==> config.mk <==
export PLATFORM = sky130hd
export DESIGN_NAME = drive_state_controlword_sequencer_unit_flat
export DESIGN_NICKNAME = d
export VERILOG_FILES = /design/src/dssq_pkg.sv /design/src/dssq_if.sv /design/src/dssq_decode.sv /design/src/dssq_cmd.sv /design/src/drive_state_controlword_sequencer_unit.sv /design/src/flat_wrapper.sv
export SDC_FILE = /design/constraint.sdc
export NUM_CORES = 1
export LEC_CHECK = 0
export ABC_CLOCK_PERIOD_IN_PS = 2050
export BUFFER_PORTS_ARGS = -buffer_cell sky130_fd_sc_hd__buf_2
export CAP_MARGIN = 20
export CORE_MARGIN = 4
export CORE_UTILIZATION = 40
export DETAILED_ROUTE_END_ITERATION = 10
export PLACE_DENSITY = 0.75
export SYNTH_ARGS = -nofsm -noshare
export SYNTH_HDL_FRONTEND = slang
export SYNTH_SLANG_ARGS = --single-unit
export TNS_END_PERCENT = 50
==> constraint.sdc <==
create_clock -name clk -period 2.05 [get_ports clk]
set_input_delay 0.1025 -clock clk [delete_from_list [all_inputs] [get_ports clk]]
set_output_delay 0.1025 -clock clk [all_outputs]
set_load 0.01 [all_outputs]
==> src/dssq_pkg.sv <==
package dssq_pkg;

  // field widths
  localparam int ActionW = 3;
  localparam int StatusW = 16;
  localparam int CtrlW   = 8;
  localparam int StateW  = 3;
  localparam int NumStates = 8;

  typedef logic [ActionW-1:0] action_t;
  typedef logic [StatusW-1:0] status_t;
  typedef logic [CtrlW-1:0]   ctrl_t;
  typedef logic [StateW-1:0]  state_t;
  typedef logic [1:0]         goal_t;

  // request codes
  localparam action_t ACT_NONE    = 3'd0;
  localparam action_t ACT_ENABLE  = 3'd1;
  localparam action_t ACT_DISABLE = 3'd2;
  localparam action_t ACT_QSTOP   = 3'd3;
  localparam action_t ACT_FRESET  = 3'd4;

  // decoded drive states
  localparam state_t ST_NOTREADY = 3'd0;
  localparam state_t ST_SOD      = 3'd1;
  localparam state_t ST_READY    = 3'd2;
  localparam state_t ST_ON       = 3'd3;
  localparam state_t ST_ENABLED  = 3'd4;
  localparam state_t ST_QSTOP    = 3'd5;
  localparam state_t ST_REACTION = 3'd6;
  localparam state_t ST_FAULT    = 3'd7;

  // target codes
  localparam goal_t GOAL_NONE    = 2'd0;
  localparam goal_t GOAL_ENABLE  = 2'd1;
  localparam goal_t GOAL_DISABLE = 2'd2;
  localparam goal_t GOAL_QSTOP   = 2'd3;

  // control word commands
  localparam ctrl_t CW_NONE     = 8'h00;
  localparam ctrl_t CW_QSTOP    = 8'h02;
  localparam ctrl_t CW_SHUTDOWN = 8'h06;
  localparam ctrl_t CW_SWITCHON = 8'h07;
  localparam ctrl_t CW_ENABLEOP = 8'h0F;
  localparam ctrl_t CW_FRESET   = 8'h80;

  // status word bits
  localparam status_t SW_READY = 16'h0001;
  localparam status_t SW_ON    = 16'h0002;
  localparam status_t SW_OPEN  = 16'h0004;
  localparam status_t SW_FAULT = 16'h0008;
  localparam status_t SW_QSTOP = 16'h0020;
  localparam status_t SW_SOD   = 16'h0040;
  localparam status_t MASK_NOQ = SW_READY | SW_ON | SW_OPEN | SW_FAULT | SW_SOD;
  localparam status_t MASK_Q   = MASK_NOQ | SW_QSTOP;

  // state match table, indexed by state code
  localparam status_t MATCH_MASK [NumStates] = '{
    MASK_NOQ, MASK_NOQ, MASK_Q, MASK_Q, MASK_Q, MASK_Q, MASK_NOQ, MASK_NOQ
  };
  localparam status_t MATCH_VALUE [NumStates] = '{
    16'h0000,
    SW_SOD,
    SW_READY | SW_QSTOP,
    SW_READY | SW_ON | SW_QSTOP,
    SW_READY | SW_ON | SW_OPEN | SW_QSTOP,
    SW_READY | SW_ON | SW_OPEN,
    SW_READY | SW_ON | SW_OPEN | SW_FAULT,
    SW_FAULT
  };

  // one item handed to the sequencer core
  typedef struct packed {
    logic    valid;
    action_t action;
    state_t  state;
  } step_t;

endpackage

==> src/dssq_if.sv <==
interface dssq_in_if;
  logic               valid;
  logic               ready;
  dssq_pkg::action_t  action;
  dssq_pkg::status_t  status_word;

  modport source (output valid, output action, output status_word, input ready);
  modport sink   (input valid, input action, input status_word, output ready);
endinterface

interface dssq_out_if;
  logic              valid;
  logic              ready;
  dssq_pkg::ctrl_t   control_word;
  dssq_pkg::state_t  drive_state;

  modport source (output valid, output control_word, output drive_state, input ready);
  modport sink   (input valid, input control_word, input drive_state, output ready);
endinterface

==> src/dssq_decode.sv <==
module dssq_decode (
  input  dssq_pkg::status_t status_word,
  output dssq_pkg::state_t  drive_state
);

  // priority match, lowest state code wins
  always_comb begin
    drive_state = dssq_pkg::ST_NOTREADY;
    for (int i = dssq_pkg::NumStates - 1; i >= 0; i--) begin
      if ((status_word & dssq_pkg::MATCH_MASK[i]) == dssq_pkg::MATCH_VALUE[i]) begin
        drive_state = dssq_pkg::state_t'(i);
      end
    end
  end

endmodule

==> src/dssq_cmd.sv <==
module dssq_cmd (
  input  logic             clk,
  input  logic             rst_n,
  input  dssq_pkg::step_t  step,
  output dssq_pkg::ctrl_t  control_word
);

  dssq_pkg::goal_t goal_r, goal_nxt;
  logic            pend_r, pend_nxt;
  logic            sent_r, sent_nxt;
  logic            pend_a, sent_a;

  // apply the request, then the state, then pick the command
  always_comb begin
    goal_nxt = goal_r;
    pend_a   = pend_r;
    sent_a   = sent_r;
    case (step.action)
      dssq_pkg::ACT_ENABLE:  goal_nxt = dssq_pkg::GOAL_ENABLE;
      dssq_pkg::ACT_DISABLE: goal_nxt = dssq_pkg::GOAL_DISABLE;
      dssq_pkg::ACT_QSTOP:   goal_nxt = dssq_pkg::GOAL_QSTOP;
      dssq_pkg::ACT_FRESET: begin
        pend_a = 1'b1;
        sent_a = 1'b0;
      end
      default: ;
    endcase

    // pulse flags only survive while in fault
    if (step.state != dssq_pkg::ST_FAULT) begin
      pend_a = 1'b0;
      sent_a = 1'b0;
    end
    pend_nxt     = pend_a;
    sent_nxt     = sent_a;
    control_word = dssq_pkg::CW_NONE;

    if (step.state == dssq_pkg::ST_FAULT || step.state == dssq_pkg::ST_REACTION) begin
      if (pend_a && !sent_a) begin
        sent_nxt     = 1'b1;
        control_word = dssq_pkg::CW_FRESET;
      end
    end else begin
      case (goal_nxt)
        dssq_pkg::GOAL_QSTOP: begin
          if (step.state == dssq_pkg::ST_ENABLED || step.state == dssq_pkg::ST_ON ||
              step.state == dssq_pkg::ST_READY || step.state == dssq_pkg::ST_QSTOP) begin
            control_word = dssq_pkg::CW_QSTOP;
          end
        end
        dssq_pkg::GOAL_ENABLE: begin
          if (step.state == dssq_pkg::ST_SOD) begin
            control_word = dssq_pkg::CW_SHUTDOWN;
          end else if (step.state == dssq_pkg::ST_READY) begin
            control_word = dssq_pkg::CW_SWITCHON;
          end else if (step.state == dssq_pkg::ST_ON || step.state == dssq_pkg::ST_ENABLED) begin
            control_word = dssq_pkg::CW_ENABLEOP;
          end
        end
        default: control_word = dssq_pkg::CW_NONE;
      endcase
    end
  end

  // target and pulse flags advance once per transaction
  always_ff @(posedge clk) begin
    if (!rst_n) begin
      goal_r <= dssq_pkg::GOAL_NONE;
      pend_r <= 1'b0;
      sent_r <= 1'b0;
    end else if (step.valid) begin
      goal_r <= goal_nxt;
      pend_r <= pend_nxt;
      sent_r <= sent_nxt;
    end
  end

  // leaving fault drops both flags
  a_flags_clear: assert property (@(posedge clk) disable iff (!rst_n)
    step.valid && step.state != dssq_pkg::ST_FAULT |=> !pend_r && !sent_r)
    else $error("pulse flags kept outside fault");

  // a reset pulse marks itself sent
  a_pulse_sent: assert property (@(posedge clk) disable iff (!rst_n)
    step.valid && control_word == dssq_pkg::CW_FRESET |=> sent_r && pend_r)
    else $error("reset pulse not recorded");

  // no second pulse without a fresh request
  a_single_pulse: assert property (@(posedge clk) disable iff (!rst_n)
    sent_r && step.action != dssq_pkg::ACT_FRESET |-> control_word != dssq_pkg::CW_FRESET)
    else $error("repeated reset pulse");

endmodule

==> src/drive_state_controlword_sequencer_unit.sv <==
// Drive state decoder and control word sequencer.
// in_ch carries one transaction per process-data cycle: a request code
// (none, enable, disable, quick stop, fault reset) and the status word
// read back from the drive. out_ch returns one transaction for each
// input: the control word to send and the decoded drive state.
// Both channels use a valid/ready handshake; a transaction moves on an
// edge where both are high.
// out_ch.valid rises once the result register holds the transaction: the
// input register loads on the accepting edge, then decode and command
// selection fill the result register when the pipeline advances.
// Throughput is one transaction per clock; both stages advance together
// whenever the result register is empty or being taken.
// Reset (rst_n low, synchronous) clears the target to none, drops the
// pending/sent fault-reset flags and empties both stages; in_ch.ready
// is low during reset.
// When the receiver holds out_ch.ready low, the result stays put, the
// input register holds one more transaction, and then in_ch.ready drops.
module drive_state_controlword_sequencer_unit (
  input logic              clk,
  input logic              rst_n,
  dssq_in_if.sink          in_ch,
  dssq_out_if.source       out_ch
);

  logic               s1_valid_r;
  dssq_pkg::action_t  s1_action_r;
  dssq_pkg::status_t  s1_status_r;
  logic               out_valid_r;
  dssq_pkg::ctrl_t    out_cw_r;
  dssq_pkg::state_t   out_state_r;

  logic               advance;
  dssq_pkg::state_t   dec_state;
  dssq_pkg::ctrl_t    cmd_cw;
  dssq_pkg::step_t    step;

  // pipeline moves when the result register is free
  assign advance     = !out_valid_r || out_ch.ready;
  assign in_ch.ready = rst_n && (!s1_valid_r || advance);

  // input register
  always_ff @(posedge clk) begin
    if (!rst_n) begin
      s1_valid_r <= 1'b0;
    end else if (in_ch.ready) begin
      s1_valid_r <= in_ch.valid;
    end
  end

  always_ff @(posedge clk) begin
    if (in_ch.ready && in_ch.valid) begin
      s1_action_r <= in_ch.action;
      s1_status_r <= in_ch.status_word;
    end
  end

  // status decode
  dssq_decode u_decode (
    .status_word (s1_status_r),
    .drive_state (dec_state)
  );

  assign step.valid  = s1_valid_r && advance;
  assign step.action = s1_action_r;
  assign step.state  = dec_state;

  // command sequencer
  dssq_cmd u_cmd (
    .clk          (clk),
    .rst_n        (rst_n),
    .step         (step),
    .control_word (cmd_cw)
  );

  // result register
  always_ff @(posedge clk) begin
    if (!rst_n) begin
      out_valid_r <= 1'b0;
    end else if (advance) begin
      out_valid_r <= s1_valid_r;
    end
  end

  always_ff @(posedge clk) begin
    if (step.valid) begin
      out_cw_r    <= cmd_cw;
      out_state_r <= dec_state;
    end
  end

  assign out_ch.valid        = out_valid_r;
  assign out_ch.control_word = out_cw_r;
  assign out_ch.drive_state  = out_state_r;

  // an accepted transaction lands in the input register
  a_accept_lands: assert property (@(posedge clk) disable iff (!rst_n)
    in_ch.valid && in_ch.ready |=> s1_valid_r)
    else $error("accepted transaction lost");

  // a stalled input register keeps its item
  a_s1_hold: assert property (@(posedge clk) disable iff (!rst_n)
    s1_valid_r && !advance |=> s1_valid_r && $stable(s1_status_r) && $stable(s1_action_r))
    else $error("input register changed under stall");

  // fault reaction never gets a reset pulse
  a_no_pulse_reaction: assert property (@(posedge clk) disable iff (!rst_n)
    out_valid_r && out_state_r == dssq_pkg::ST_REACTION |-> out_cw_r == dssq_pkg::CW_NONE)
    else $error("command issued during fault reaction");

endmodule

==> src/flat_wrapper.sv <==
// flat-port wrapper written by rule: the top's interface ports become plain ports
module drive_state_controlword_sequencer_unit_flat 
  (clk, rst_n, in_ch_valid, in_ch_action, in_ch_status_word, in_ch_ready, out_ch_valid, out_ch_control_word, out_ch_drive_state, out_ch_ready);
  dssq_in_if in_ch_i ();
  dssq_out_if out_ch_i ();
  input logic clk;
  input logic rst_n;
  input wire logic [$bits(in_ch_i.valid)-1:0] in_ch_valid;
  input wire logic [$bits(in_ch_i.action)-1:0] in_ch_action;
  input wire logic [$bits(in_ch_i.status_word)-1:0] in_ch_status_word;
  output wire logic [$bits(in_ch_i.ready)-1:0] in_ch_ready;
  output wire logic [$bits(out_ch_i.valid)-1:0] out_ch_valid;
  output wire logic [$bits(out_ch_i.control_word)-1:0] out_ch_control_word;
  output wire logic [$bits(out_ch_i.drive_state)-1:0] out_ch_drive_state;
  input wire logic [$bits(out_ch_i.ready)-1:0] out_ch_ready;
  assign in_ch_i.valid = in_ch_valid;
  assign in_ch_i.action = in_ch_action;
  assign in_ch_i.status_word = in_ch_status_word;
  assign in_ch_ready = in_ch_i.ready;
  assign out_ch_valid = out_ch_i.valid;
  assign out_ch_control_word = out_ch_i.control_word;
  assign out_ch_drive_state = out_ch_i.drive_state;
  assign out_ch_i.ready = out_ch_ready;
  drive_state_controlword_sequencer_unit u_core (.clk(clk), .rst_n(rst_n), .in_ch(in_ch_i), .out_ch(out_ch_i));
endmodule
==> impl_metrics.ini <==
[placement]
placed_cell_area_sq_um = 1180
placed_cells = 139
place.gp.congestion = 0.758
place_ws_ns = 0.481
port_buffers = 22
dp_hpwl_um = 1300

[global_routing]
grt_use_met2 = 0.183
met1_usage = 0.144
met3_usage = 0.0240
grt_pass1_vias = 681
grt_antenna_before_repair = 0
overflow = 0
grt_busiest_layer = met2
grt_max_degree = 13
grt_use_total = 0.114
grt_pass1_wl_um = 3020

[layout]
mostFrequentLayoutCell = buf_2
final_cells = 153
nets = 147
final_cell_mix = 22 x buf_2, 17 x edfxtp_1, 10 x dlygate4sd3_1
fill_cells = 221
postLayoutCellArea_sq_um = 1310
drive_gt1_frac = 0.244
antennaDiodeCount = 0
area_delta_synth_final_pct = 24.9

[sta]
period_share = 0.763
rsz0062_at_grt = no
fin_crit_ns = 1.56
fmax_ghz = 0.639
hold_violations = 0
maxSlewViolCount = 0
fin_worst_skew_ns = 0.00681
setup_tns_ns = 0
hold_ws_ns = 0.0188
final-setup-viol-count = 0
layout_setup_ws_ns = 0.485

[power_and_ir_drop]
share_seq_of_total_power = 0.654
p_clk_frac = 0.244
comb_power_share = 0.102
peakVddDrop_v = 0.000429
switching_share = 0.221
power.static_leakage_uw = 0.000491
p_sw_uw = 181
cellPowerDensity_nw_per_um2 = 626
p_int_uw = 639

[routing]
final_antenna_net_count = 0
vias_per_cell = 4.97
routed_wl_um = 1810
vias = 760
drt_iter0_drc = 13
wl_per_cell_um = 11.8
post-route-drc-count = 0
firstDrtPassIters = 4

[logic_synthesis]
async_reset_ff_frac = 0
synthFlopType = edfxtp_1
synth_cell_types = 36
synth_seq_cells = 23
syn_area_sq_um = 1050
synth_top_area_frac = 0.487
seq_area_frac_synth = 0.601
synth.avg_cell_area_sq_um = 11.9
synthTopCellsByArea = edfxtp_1 49%, dfxtp_1 11%, a21oi_1 3.3%
synth_top_area_cell = edfxtp_1
ys_warn_count = 0
synth_edf_count = 17
synthCells = 88

[critical_path]
required_ns = 2.18
ff2ff_setup_slack_ns = 0.49
crit_fanout = 7
start_kind = flip-flop
end_kind = flip-flop
critPathKind = reg -> reg
arrival_ns = 1.69

[clocking]
clk_latency_ns = 0.30
cts_buffers = 3
cts_root_buf = clkbuf_4
htreeDepth = 1
post-cts-setup-buffers = 0
cts_tree = done
cts.sinks = 23
path_clk_slew_ns = 0.12
clk_path_buf_depth = 2

[floorplanning]
initial_core_util = 0.419
core_region_area_sq_um = 2500
ioPinCount = 36
rows = 18
dieArea_sq_um = 3500
die_height_um = 59.2
die_x_um = 59.2

[outcome]
status = finished clean

[min_path]
min_path_type = in -> reg

[flow_run]
drv_cap = 0
worst max-delay path: stages, from the launching register on:
cell and delay (ns):
edfxtp_1 0.49, or3b_1 0.42, o211a_1 0.25, o32ai_2 0.23
layout make-up:
type	instances	area, sq um	area share
flip-flops and latches	23	631	0.481
multi-input cells	57	375	0.287
repair buffers	33	218	0.166
well taps	30	37.5	0.0287
clock buffers	4	26.3	0.0201
inverters	6	22.5	0.0172
sequential cells by signal (all words and copies together) (netlist names):
name                        flops
u_core.s1_action_r              3
u_core.out_ch.control_word      5
u_core.u_cmd.goal_r             2
u_core.out_ch.drive_state       3
u_core.out_ch.valid             1
u_core.u_cmd.sent_r             1
u_core.s1_valid_r               1
u_core.u_cmd.pend_r             1
u_core.s1_status_r              6
routing by layer:
layer	vias up	part of all wire
li1	398	-
met1	339	0.44
met3	2	0.066
met4	0	0.0072
met2	21	0.48
met5	-	0
synthesized netlist by cell type, types with 2 or more instances:
cell	number
nor2_1	5
dfxtp_1	6
nor2b_1	4
a31oi_1	3
nand3b_1	3
nand2b_1	2
o21ai_1	2
nand3_1	2
edfxtp_1	17
inv_1	6
buf_4	3
a21oi_1	7
a211oi_1	2
nor3_1	4
worst paths after layout:
kind	from	to	depth (start not counted)
max	u_core.s1_status_r[1]$_DFFE_PP_	u_core.out_ch.control_word[1]$_SDFFCE_PP0P_	3
min	in_ch_valid	u_core.s1_valid_r$_SDFFE_PN0P_	3
max reg2reg	u_core.s1_status_r[1]$_DFFE_PP_	u_core.out_ch.control_word[1]$_SDFFCE_PP0P_	3
min reg2reg	u_core.u_cmd.sent_r$_SDFFE_PN0P_	u_core.u_cmd.sent_r$_SDFFE_PN0P_	2
what timing repair did:
action | in CTS | in global routing
gates resized for setup | 0 | 0
endpoints found under the hold margin | 9 | 1
hold buffers | 9 | 1
cells by family after synthesis:
logic type	count (synthesis)	share of synthesized area
compound gates	22	0.146
buf+inv	10	0.0477
flops	23	0.601
mux	1	0.0107
other cells	1	0.00358
simple gates	31	0.191
power groups by stage:
stage / combinational (uW) / clock [uW] / sequential (uW)
after floorplan: 45.0 / 0 / 545
after detailed placement: 68.9 / 0 / 546
after global placement: 66.7 / 0 / 545
after global routing: 93.5 / 227 / 540
final: 83.6 / 200 / 536
after CTS: 82.2 / 205 / 536
per-stage QoR:
stage          total power, uW  utilization
3_3_place_gp               611        0.473
4_1_cts                    823        0.520
6_report                   820        0.524
2_1_floorplan              590            -
3_5_place_dp               615        0.473
5_1_grt                    861        0.524
Power figures use the tool's default switching activity.
